[src/rtl/core/mmtm_pkg.sv]
// Package of the matrix multiply core: sizes, codes, and the structs that
// join the controller and the datapath. No dependencies.
`default_nettype none

package mmtm_pkg;

    localparam int MAX_DIM     = 8;
    localparam int ELEM_BITS   = 16;
    localparam int STORE_DEPTH = 64;
    localparam int ADDR_W      = 6;
    localparam int DIM_W       = 4;
    localparam int IDX_W       = (MAX_DIM > 1) ? $clog2(MAX_DIM) : 1;
    localparam int ROW_W       = 3;
    localparam int VAL_W       = 35;
    localparam int PROD_W      = 2 * ELEM_BITS;
    localparam int SUM_W       = ((PROD_W > VAL_W) ? PROD_W : VAL_W) + 1;
    localparam int CMD_W       = 2;
    localparam int CFG_IDX_W   = 3;
    localparam int CFG_DATA_W  = DIM_W;
    localparam int S_TDATA_W   = ((CMD_W + ADDR_W + ELEM_BITS + 7) / 8) * 8;
    localparam int M_TDATA_W   = ((VAL_W + 2 * ROW_W + 7) / 8) * 8;

    localparam logic [CMD_W-1:0] CMD_LOAD_A  = CMD_W'(0);
    localparam logic [CMD_W-1:0] CMD_LOAD_B  = CMD_W'(1);
    localparam logic [CMD_W-1:0] CMD_COMPUTE = CMD_W'(2);

    localparam logic [CFG_IDX_W-1:0] CFG_A_TR      = CFG_IDX_W'(0);
    localparam logic [CFG_IDX_W-1:0] CFG_B_TR      = CFG_IDX_W'(1);
    localparam logic [CFG_IDX_W-1:0] CFG_OUT_ROWS  = CFG_IDX_W'(2);
    localparam logic [CFG_IDX_W-1:0] CFG_OUT_COLS  = CFG_IDX_W'(3);
    localparam logic [CFG_IDX_W-1:0] CFG_INNER_LEN = CFG_IDX_W'(4);
    localparam logic [CFG_IDX_W-1:0] CFG_A_ROW_LEN = CFG_IDX_W'(5);
    localparam logic [CFG_IDX_W-1:0] CFG_B_ROW_LEN = CFG_IDX_W'(6);

    localparam logic signed [SUM_W-1:0] SAT_MAX = SUM_W'({1'b0, {(VAL_W-1){1'b1}}});
    localparam logic signed [SUM_W-1:0] SAT_MIN = ~SAT_MAX;

    typedef struct packed {
        logic             a_tr;
        logic             b_tr;
        logic [DIM_W-1:0] out_rows;
        logic [DIM_W-1:0] out_cols;
        logic [DIM_W-1:0] inner_len;
        logic [DIM_W-1:0] a_row_len;
        logic [DIM_W-1:0] b_row_len;
    } cfg_t;

    typedef struct packed {
        logic             wr_a;
        logic             wr_b;
        logic             issue;
        logic             clear;
        logic             emit;
        logic             last;
        logic [IDX_W-1:0] row;
        logic [IDX_W-1:0] col;
        logic [IDX_W-1:0] k;
    } ctrl_cmd_t;

    typedef struct packed {
        logic pipe_busy;
        logic out_free;
    } ctrl_stat_t;

    function automatic logic [DIM_W-1:0] clamp_dim(input logic [DIM_W-1:0] d);
        return (d > DIM_W'(MAX_DIM)) ? DIM_W'(MAX_DIM) : d;
    endfunction

endpackage

`default_nettype wire

[src/rtl/core/matrix_multiply_transpose_modes_core.sv]
// Top level of the matrix multiply core with per-operand transpose flags.
// Holds the configuration registers; uses mmtm_pkg, mmtm_ctrl and mmtm_datapath.
//
// The core computes op(A) x op(B) on signed Q8.8 elements held in two local
// 64-entry stores and emits one signed Q19.16 result item per output cell in
// row-major order, with tlast on the final cell. A load item writes one store
// entry. For each output cell of a compute item, one shared multiplier-
// accumulator steps through the inner index one product a cycle, fed by one
// registered read port per store, and a cell is emitted after the product
// pipeline drains. Input items are taken one at a time; configuration is to
// be written only while the core is idle and entries read must have been
// loaded, which the core itself does not enforce.
`default_nettype none

module matrix_multiply_transpose_modes_core (
    input  wire logic                                 aclk,
    input  wire logic                                 aresetn,
    input  wire logic                                 s_tvalid,
    output logic                                      s_tready,
    // Fields from bit 0: cmd, position, element.
    input  wire logic [mmtm_pkg::S_TDATA_W-1:0]       s_tdata,
    output logic                                      m_tvalid,
    input  wire logic                                 m_tready,
    // Fields from bit 0: cell_value, cell_row, cell_col, zero fill.
    output logic      [mmtm_pkg::M_TDATA_W-1:0]       m_tdata,
    output logic                                      m_tlast,
    input  wire logic                                 cfg_valid,
    output logic                                      cfg_ready,
    input  wire logic [mmtm_pkg::CFG_IDX_W-1:0]       cfg_index,
    input  wire logic [mmtm_pkg::CFG_DATA_W-1:0]      cfg_data
);

    mmtm_pkg::cfg_t        cfg_reg;
    mmtm_pkg::ctrl_cmd_t   cmd;
    mmtm_pkg::ctrl_stat_t  stat;

    logic [mmtm_pkg::CMD_W-1:0]      s_cmd;
    logic [mmtm_pkg::ADDR_W-1:0]     s_position;
    logic [mmtm_pkg::ELEM_BITS-1:0]  s_element;

    assign s_cmd      = s_tdata[mmtm_pkg::CMD_W-1:0];
    assign s_position = s_tdata[mmtm_pkg::CMD_W +: mmtm_pkg::ADDR_W];
    assign s_element  = s_tdata[mmtm_pkg::CMD_W + mmtm_pkg::ADDR_W +: mmtm_pkg::ELEM_BITS];
    assign cfg_ready  = 1'b1;

    always_ff @(posedge aclk) begin
        if (!aresetn) begin
            cfg_reg.a_tr      <= 1'b0;
            cfg_reg.b_tr      <= 1'b0;
            cfg_reg.out_rows  <= mmtm_pkg::DIM_W'(1);
            cfg_reg.out_cols  <= mmtm_pkg::DIM_W'(1);
            cfg_reg.inner_len <= mmtm_pkg::DIM_W'(1);
            cfg_reg.a_row_len <= mmtm_pkg::DIM_W'(1);
            cfg_reg.b_row_len <= mmtm_pkg::DIM_W'(1);
        end else if (cfg_valid && cfg_ready) begin
            case (cfg_index)
                mmtm_pkg::CFG_A_TR: begin
                    cfg_reg.a_tr <= cfg_data[0];
                end
                mmtm_pkg::CFG_B_TR: begin
                    cfg_reg.b_tr <= cfg_data[0];
                end
                mmtm_pkg::CFG_OUT_ROWS: begin
                    cfg_reg.out_rows <= cfg_data;
                end
                mmtm_pkg::CFG_OUT_COLS: begin
                    cfg_reg.out_cols <= cfg_data;
                end
                mmtm_pkg::CFG_INNER_LEN: begin
                    cfg_reg.inner_len <= cfg_data;
                end
                mmtm_pkg::CFG_A_ROW_LEN: begin
                    cfg_reg.a_row_len <= cfg_data;
                end
                mmtm_pkg::CFG_B_ROW_LEN: begin
                    cfg_reg.b_row_len <= cfg_data;
                end
                default: begin
                end
            endcase
        end
    end

    mmtm_ctrl u_ctrl (
        .aclk     (aclk),
        .aresetn  (aresetn),
        .cfg      (cfg_reg),
        .s_tvalid (s_tvalid),
        .s_tready (s_tready),
        .s_cmd    (s_cmd),
        .stat     (stat),
        .cmd      (cmd)
    );

    mmtm_datapath u_datapath (
        .aclk       (aclk),
        .aresetn    (aresetn),
        .cfg        (cfg_reg),
        .cmd        (cmd),
        .stat       (stat),
        .s_position (s_position),
        .s_element  (s_element),
        .m_tvalid   (m_tvalid),
        .m_tready   (m_tready),
        .m_tdata    (m_tdata),
        .m_tlast    (m_tlast)
    );

endmodule

`default_nettype wire

[src/rtl/core/mmtm_ram.sv]
// Generic single-write, single-read RAM with a registered read port.
// No dependencies.
`default_nettype none

module mmtm_ram #(
    parameter int WIDTH = 16,
    parameter int DEPTH = 64
) (
    input  wire logic                     aclk,
    input  wire logic                     we,
    input  wire logic [$clog2(DEPTH)-1:0] waddr,
    input  wire logic [WIDTH-1:0]         wdata,
    input  wire logic [$clog2(DEPTH)-1:0] raddr,
    output logic      [WIDTH-1:0]         rdata
);

    logic [WIDTH-1:0] mem [DEPTH];

    always_ff @(posedge aclk) begin
        if (we) begin
            mem[waddr] <= wdata;
        end
        rdata <= mem[raddr];
    end

endmodule

`default_nettype wire

[src/rtl/core/mmtm_ctrl.sv]
// Controller of the matrix multiply core: walks the output cells and the
// inner index, and sequences loads, reads and emits. Uses mmtm_pkg.
`default_nettype none

module mmtm_ctrl (
    input  wire logic                          aclk,
    input  wire logic                          aresetn,
    input  wire mmtm_pkg::cfg_t                cfg,
    input  wire logic                          s_tvalid,
    output logic                               s_tready,
    input  wire logic [mmtm_pkg::CMD_W-1:0]    s_cmd,
    input  wire mmtm_pkg::ctrl_stat_t          stat,
    output mmtm_pkg::ctrl_cmd_t                cmd
);

    typedef enum logic [1:0] {
        ST_IDLE,
        ST_ISSUE,
        ST_WAIT,
        ST_EMIT
    } state_t;

    state_t                         state_reg, state_next;
    logic [mmtm_pkg::IDX_W-1:0]     row_reg, row_next;
    logic [mmtm_pkg::IDX_W-1:0]     col_reg, col_next;
    logic [mmtm_pkg::IDX_W-1:0]     k_reg, k_next;
    logic [mmtm_pkg::DIM_W-1:0]     rows, cols, klen;
    logic                           last_k, last_c, last_r;

    always_comb begin
        rows   = mmtm_pkg::clamp_dim(cfg.out_rows);
        cols   = mmtm_pkg::clamp_dim(cfg.out_cols);
        klen   = mmtm_pkg::clamp_dim(cfg.inner_len);
        last_k = (mmtm_pkg::DIM_W'(k_reg) + mmtm_pkg::DIM_W'(1)) == klen;
        last_c = (mmtm_pkg::DIM_W'(col_reg) + mmtm_pkg::DIM_W'(1)) == cols;
        last_r = (mmtm_pkg::DIM_W'(row_reg) + mmtm_pkg::DIM_W'(1)) == rows;

        state_next = state_reg;
        row_next   = row_reg;
        col_next   = col_reg;
        k_next     = k_reg;
        s_tready   = 1'b0;
        cmd        = '0;
        cmd.row    = row_reg;
        cmd.col    = col_reg;
        cmd.k      = k_reg;

        case (state_reg)
            ST_IDLE: begin
                s_tready = 1'b1;
                if (s_tvalid) begin
                    case (s_cmd)
                        mmtm_pkg::CMD_LOAD_A: begin
                            cmd.wr_a = 1'b1;
                        end
                        mmtm_pkg::CMD_LOAD_B: begin
                            cmd.wr_b = 1'b1;
                        end
                        mmtm_pkg::CMD_COMPUTE: begin
                            if (rows != '0 && cols != '0) begin
                                cmd.clear  = 1'b1;
                                row_next   = '0;
                                col_next   = '0;
                                k_next     = '0;
                                state_next = ST_ISSUE;
                            end
                        end
                        default: begin
                        end
                    endcase
                end
            end
            ST_ISSUE: begin
                cmd.issue = (klen != '0);
                if (klen == '0 || last_k) begin
                    state_next = ST_WAIT;
                end else begin
                    k_next = k_reg + mmtm_pkg::IDX_W'(1);
                end
            end
            ST_WAIT: begin
                if (!stat.pipe_busy) begin
                    state_next = ST_EMIT;
                end
            end
            ST_EMIT: begin
                cmd.last = last_r && last_c;
                if (stat.out_free) begin
                    cmd.emit  = 1'b1;
                    cmd.clear = 1'b1;
                    k_next    = '0;
                    if (last_r && last_c) begin
                        state_next = ST_IDLE;
                    end else begin
                        state_next = ST_ISSUE;
                        if (last_c) begin
                            col_next = '0;
                            row_next = row_reg + mmtm_pkg::IDX_W'(1);
                        end else begin
                            col_next = col_reg + mmtm_pkg::IDX_W'(1);
                        end
                    end
                end
            end
            default: begin
                state_next = ST_IDLE;
            end
        endcase
    end

    always_ff @(posedge aclk) begin
        if (!aresetn) begin
            state_reg <= ST_IDLE;
            row_reg   <= '0;
            col_reg   <= '0;
            k_reg     <= '0;
        end else begin
            state_reg <= state_next;
            row_reg   <= row_next;
            col_reg   <= col_next;
            k_reg     <= k_next;
        end
    end

endmodule

`default_nettype wire

[src/rtl/core/mmtm_datapath.sv]
// Datapath of the matrix multiply core: element stores, address generation,
// the shared multiply-accumulate pipeline and the output register.
// Uses mmtm_pkg and mmtm_ram.
`default_nettype none

module mmtm_datapath (
    input  wire logic                                aclk,
    input  wire logic                                aresetn,
    input  wire mmtm_pkg::cfg_t                      cfg,
    input  wire mmtm_pkg::ctrl_cmd_t                 cmd,
    output mmtm_pkg::ctrl_stat_t                     stat,
    input  wire logic [mmtm_pkg::ADDR_W-1:0]         s_position,
    input  wire logic [mmtm_pkg::ELEM_BITS-1:0]      s_element,
    output logic                                     m_tvalid,
    input  wire logic                                m_tready,
    output logic      [mmtm_pkg::M_TDATA_W-1:0]      m_tdata,
    output logic                                     m_tlast
);

    logic [mmtm_pkg::ADDR_W-1:0]           row_a, col_a, k_a;
    logic [mmtm_pkg::ADDR_W-1:0]           a_addr, b_addr;
    logic [mmtm_pkg::ELEM_BITS-1:0]        a_rd, b_rd;
    logic                                  valid1_reg, valid2_reg;
    logic signed [mmtm_pkg::PROD_W-1:0]    prod_reg;
    logic signed [mmtm_pkg::VAL_W-1:0]     acc_reg, acc_next;
    logic signed [mmtm_pkg::SUM_W-1:0]     sum;
    logic                                  out_valid_reg;
    logic signed [mmtm_pkg::VAL_W-1:0]     out_value_reg;
    logic [mmtm_pkg::ROW_W-1:0]            out_row_reg, out_col_reg;
    logic                                  out_last_reg;

    always_comb begin
        row_a = mmtm_pkg::ADDR_W'(cmd.row);
        col_a = mmtm_pkg::ADDR_W'(cmd.col);
        k_a   = mmtm_pkg::ADDR_W'(cmd.k);
        if (cfg.a_tr) begin
            a_addr = k_a * mmtm_pkg::ADDR_W'(cfg.a_row_len) + row_a;
        end else begin
            a_addr = row_a * mmtm_pkg::ADDR_W'(cfg.a_row_len) + k_a;
        end
        if (cfg.b_tr) begin
            b_addr = col_a * mmtm_pkg::ADDR_W'(cfg.b_row_len) + k_a;
        end else begin
            b_addr = k_a * mmtm_pkg::ADDR_W'(cfg.b_row_len) + col_a;
        end
    end

    mmtm_ram #(
        .WIDTH (mmtm_pkg::ELEM_BITS),
        .DEPTH (mmtm_pkg::STORE_DEPTH)
    ) u_a_ram (
        .aclk  (aclk),
        .we    (cmd.wr_a),
        .waddr (s_position),
        .wdata (s_element),
        .raddr (a_addr),
        .rdata (a_rd)
    );

    mmtm_ram #(
        .WIDTH (mmtm_pkg::ELEM_BITS),
        .DEPTH (mmtm_pkg::STORE_DEPTH)
    ) u_b_ram (
        .aclk  (aclk),
        .we    (cmd.wr_b),
        .waddr (s_position),
        .wdata (s_element),
        .raddr (b_addr),
        .rdata (b_rd)
    );

    always_comb begin
        sum = mmtm_pkg::SUM_W'(acc_reg) + mmtm_pkg::SUM_W'(prod_reg);
        if (sum > mmtm_pkg::SAT_MAX) begin
            acc_next = mmtm_pkg::VAL_W'(mmtm_pkg::SAT_MAX);
        end else if (sum < mmtm_pkg::SAT_MIN) begin
            acc_next = mmtm_pkg::VAL_W'(mmtm_pkg::SAT_MIN);
        end else begin
            acc_next = mmtm_pkg::VAL_W'(sum);
        end
    end

    always_ff @(posedge aclk) begin
        if (!aresetn) begin
            valid1_reg    <= 1'b0;
            valid2_reg    <= 1'b0;
            out_valid_reg <= 1'b0;
        end else begin
            valid1_reg <= cmd.issue;
            valid2_reg <= valid1_reg;
            if (cmd.emit) begin
                out_valid_reg <= 1'b1;
            end else if (m_tready) begin
                out_valid_reg <= 1'b0;
            end
        end
    end

    always_ff @(posedge aclk) begin
        if (valid1_reg) begin
            prod_reg <= signed'(a_rd) * signed'(b_rd);
        end
        if (cmd.clear) begin
            acc_reg <= '0;
        end else if (valid2_reg) begin
            acc_reg <= acc_next;
        end
        if (cmd.emit) begin
            out_value_reg <= acc_reg;
            out_row_reg   <= mmtm_pkg::ROW_W'(cmd.row);
            out_col_reg   <= mmtm_pkg::ROW_W'(cmd.col);
            out_last_reg  <= cmd.last;
        end
    end

    assign stat.pipe_busy = valid1_reg | valid2_reg;
    assign stat.out_free  = !out_valid_reg | m_tready;
    assign m_tvalid       = out_valid_reg;
    assign m_tlast        = out_last_reg;
    assign m_tdata        = mmtm_pkg::M_TDATA_W'({out_col_reg, out_row_reg, out_value_reg});

endmodule

`default_nettype wire

[config.mk]
export PLATFORM = sky130hd
export DESIGN_NAME = matrix_multiply_transpose_modes_core
export DESIGN_NICKNAME = d
export VERILOG_FILES = /design/src/rtl/core/mmtm_pkg.sv /design/src/rtl/core/matrix_multiply_transpose_modes_core.sv /design/src/rtl/core/mmtm_ram.sv /design/src/rtl/core/mmtm_ctrl.sv /design/src/rtl/core/mmtm_datapath.sv
export SDC_FILE = /design/constraint.sdc
export NUM_CORES = 2
export LEC_CHECK = 0
export BUFFER_PORTS_ARGS = -buffer_cell sky130_fd_sc_hd__buf_2
export CAP_MARGIN = 25
export CORE_MARGIN = 2
export CORE_UTILIZATION = 61
export DETAILED_ROUTE_END_ITERATION = 6
export PLACE_DENSITY = 0.77
export SLEW_MARGIN = 20
export SYNTH_ARGS = -nofsm -noshare
export SYNTH_HDL_FRONTEND = slang
export SYNTH_SLANG_ARGS = --single-unit
[constraint.sdc]
create_clock -name aclk -period 6.9 [get_ports aclk]
set_input_delay 1.38 -clock aclk [delete_from_list [all_inputs] [get_ports aclk]]
set_output_delay 1.38 -clock aclk [all_outputs]
set_load 0.01 [all_outputs]
==> flow_metrics.tcl <==
set metrics [dict create \
    fin_cells 8402 \
    drt_pass1_iterations 6 \
    yosysSeqAreaShare 0.664 \
    yosysUniqueCellTypes 83 \
    ys.flop_type "edfxtp_1" \
    io_pins 88 \
    end_kind "register" \
    rrSetupSlack_ns 0.46 \
    place_inst 7995 \
    totalWireLength_um 245000 \
    final-seq-area_sq_um 65800 \
    reg2reg_depth 22 \
    whs_endpoint "u_datapath.out_value_reg[23]$_DFFE_PP_" \
    cts_buffer_depth 3 \
    fin_area_sq_um 110000 \
    top_regs "u_datapath.u_a_ram.mem: 1024 flops, u_datapath.u_b_ram.mem: 1024 flops" \
    clock_sinks 2225 \
    cp.required_ns 7.43 \
    worst_pin_slew_ns 1.10 \
    synth_edf_count 2122 \
    grt_pass1_vias 55800 \
    startpoint_type "register" \
    min_path_type "reg2reg" \
    fp.dieW_um 407 \
    start_util 0.616 \
    crit-reg2reg-capture "u_datapath.prod_reg[23]$_DFFE_PP_" \
    dpl.hpwl_um 147000 \
    crit_arrival_ns 6.97 \
    portBuffers 79 \
    synth_cells 5838 \
    hold_buffers 0 \
    clock_latency_ns 0.84 \
    drv_cap 0 \
    status "completed" \
    htreeDepth 4 \
    die-area_sq_um 166000 \
    slew_viol_final 0 \
    crit_fanout 10 \
    slew_headroom 0.267 \
    final.period_utilization 0.934 \
    coreArea_sq_um 161000 \
    wire_per_inst_um 29.1 \
    syn_area_per_cell_sq_um 17.0 \
    grt_usage 0.301 \
    num_rows 147 \
    drt.antenna.violating_nets 0 \
    tns_ns 0 \
    powerDensity_nw_per_um2 352 \
    syn2layout_area_growth_pct 11.4 \
    async_flop_share 0 \
    hold_depth 0 \
    synth_top_cell_by_area "edfxtp_1" \
    clock.fmax_mhz 155 \
    drive_above_1_share 0.198 \
    r2r_start "u_datapath.u_a_ram.rdata[7]$_DFF_P_" \
    yosysWarnings 0 \
    grt_pass1_wl_um 363000 \
    worstHoldStart "u_datapath.acc_reg[23]$_SDFFE_PP0P_" \
    setup_violations 0 \
    cts_root_buf "clkbuf_16" \
    nFillCells 9946 \
    grt_max_degree 96 \
    startpoint "u_datapath.u_a_ram.rdata[7]$_DFF_P_" \
    cts_tree "done" \
    die_h_um 407 \
    min_period_ns 6.44 \
    via_count 55000 \
    antenna_found_initial 17 \
    post-cts-setup-buffers 0 \
    cts.clk_slew.worst_paths_ns 0.06 \
    synth_top_cell_area_share 0.643 \
    irDropWorstVdd_mv 0.418 \
    routabilityCongestion 0.887 \
    final_nets 6532 \
    ys_ff_latch 2225 \
    fin_skew_ns 0.0556 \
    power.leakage_nw 38.8 \
    overflow 0 \
    multi_input_area_sq_um 30800 \
    synth_common_cells "edfxtp_1 (2,122), nand2_1 (540), mux4_2 (512), inv_1 (372), fa_1 (279)" \
    hold_violations 0 \
    vias_per_cell 6.55 \
    postPlaceCellArea_sq_um 103000 \
    initialDrtViolationCount 6688 \
    critical_path_class "reg2reg" \
    netlist_top_cells_area "edfxtp_1 (64%), mux4_2 (12%), fa_1 (5.6%)" \
    synth_area_sq_um 99100 \
    yosys.cell_count.top_type "edfxtp_1" \
    cts_buffers 209 \
    rsz0062_at_grt "false" \
    drc 0 \
]
==> layout make-up <==
type / count / area share
clock inverters: 143 / 0.0153
multi-input cells: 2941 / 0.279
flip-flops and latches: 2225 / 0.596
well taps: 2160 / 0.0245
clock buffers: 250 / 0.0500
diodes: 7 / 0.000159
repair buffers: 304 / 0.0223
inverters: 372 / 0.0127
==> where the power goes <==
group / internal, W / switching, W / total (W)
Clock: 0.00690 / 0.00512 / 0.0120
Combinational: 0.00469 / 0.00641 / 0.0111
Sequential: 0.0155 / 0.000227 / 0.0157
Total: 0.0271 / 0.0118 / 0.0388
==> repair_timing <==
| item | CTS | global route |
|---|---|---|
| endpoints found under the hold margin | 0 | 0 |
| endpoints found under the setup margin | 0 | 3 |
| gates resized for setup | 0 | 10 |
==> per-layer routing <==
metal	share of wire	track usage
met5	0.000053	0
met4	0.047	0.131
met1	0.37	0.403
met3	0.095	0.0593
met2	0.49	0.488
==> how the worst max path moves through the flow <==
stage                                   endpoint  slack, ns  cells past startpoint
3_5_place_dp   u_datapath.prod_reg[30]$_DFFE_PP_       0.36                     21
5_1_grt        u_datapath.prod_reg[30]$_DFFE_PP_       0.11                     22
6_report       u_datapath.prod_reg[23]$_DFFE_PP_       0.46                     22
4_1_cts        u_datapath.prod_reg[30]$_DFFE_PP_       0.30                     21
2_1_floorplan  u_datapath.prod_reg[30]$_DFFE_PP_       0.89                     23
3_3_place_gp   u_datapath.prod_reg[23]$_DFFE_PP_       0.42                     21
==> critical path: stages (launching register included) <==
cell and delay, ns:
dfxtp_1 0.47, buf_4 0.24, nand2_1 0.09, fa_1 0.55
inv_1 0.05, fa_1 0.51, inv_1 0.07, fa_1 0.53
inv_1 0.05, fa_1 0.45, fa_1 0.49, inv_1 0.05
fa_1 0.47, inv_1 0.04, ha_1 0.31, inv_1 0.11
o21bai_1 0.11, a2111oi_2 0.52, nor2_1 0.22, a2111oi_0 0.45
o21bai_1 0.13, a21oi_1 0.18, xnor2_1 0.08
==> kinds of logic (layout without fill, tap and decap cells) <==
| logic type | Yosys count | after routing | synth area share |
|---|---|---|---|
| xor gates and xnor gates | 80 | 80 | 0.00707 |
| other | 2 | 15 | 0.0000758 |
| buffers and inverters | 678 | 1069 | 0.0278 |
| AOI/OAI and AO/OA | 640 | 640 | 0.0453 |
| muxes | 544 | 544 | 0.120 |
| DFF | 2225 | 2225 | 0.664 |
| and+or+nand+nor | 1226 | 1226 | 0.0590 |
| adders and majority gates | 443 | 443 | 0.0771 |
==> metrics by stage <==
step	setup slack [ns]	total power [W]	utilization	hold slack [ns]
5_1_grt	0.110	0.0408	0.686	0.489
2_1_floorplan	0.888	0.0243	-	0.406
3_3_place_gp	0.419	0.0268	0.640	0.453
4_1_cts	0.303	0.0389	0.685	0.463
3_5_place_dp	0.364	0.0270	0.640	0.449
6_report	0.458	0.0388	0.686	0.468
==> placed cells by master (no fill, tap or decap), drive strengths merged, types with 60 or more instances in the layout <==
cell type / n
a31oi: 74
o21ai: 89
edfxtp: 2122
nand3: 87
dfxtp: 103
nor2: 181
clkinv: 92
a211oi: 138
buf: 304
a21oi: 104
and2: 272
nand2: 540
mux4: 512
clkbuf: 250
inv: 379
fa: 279
xnor2: 60
ha: 164
(Power assumes the default switching activity.)
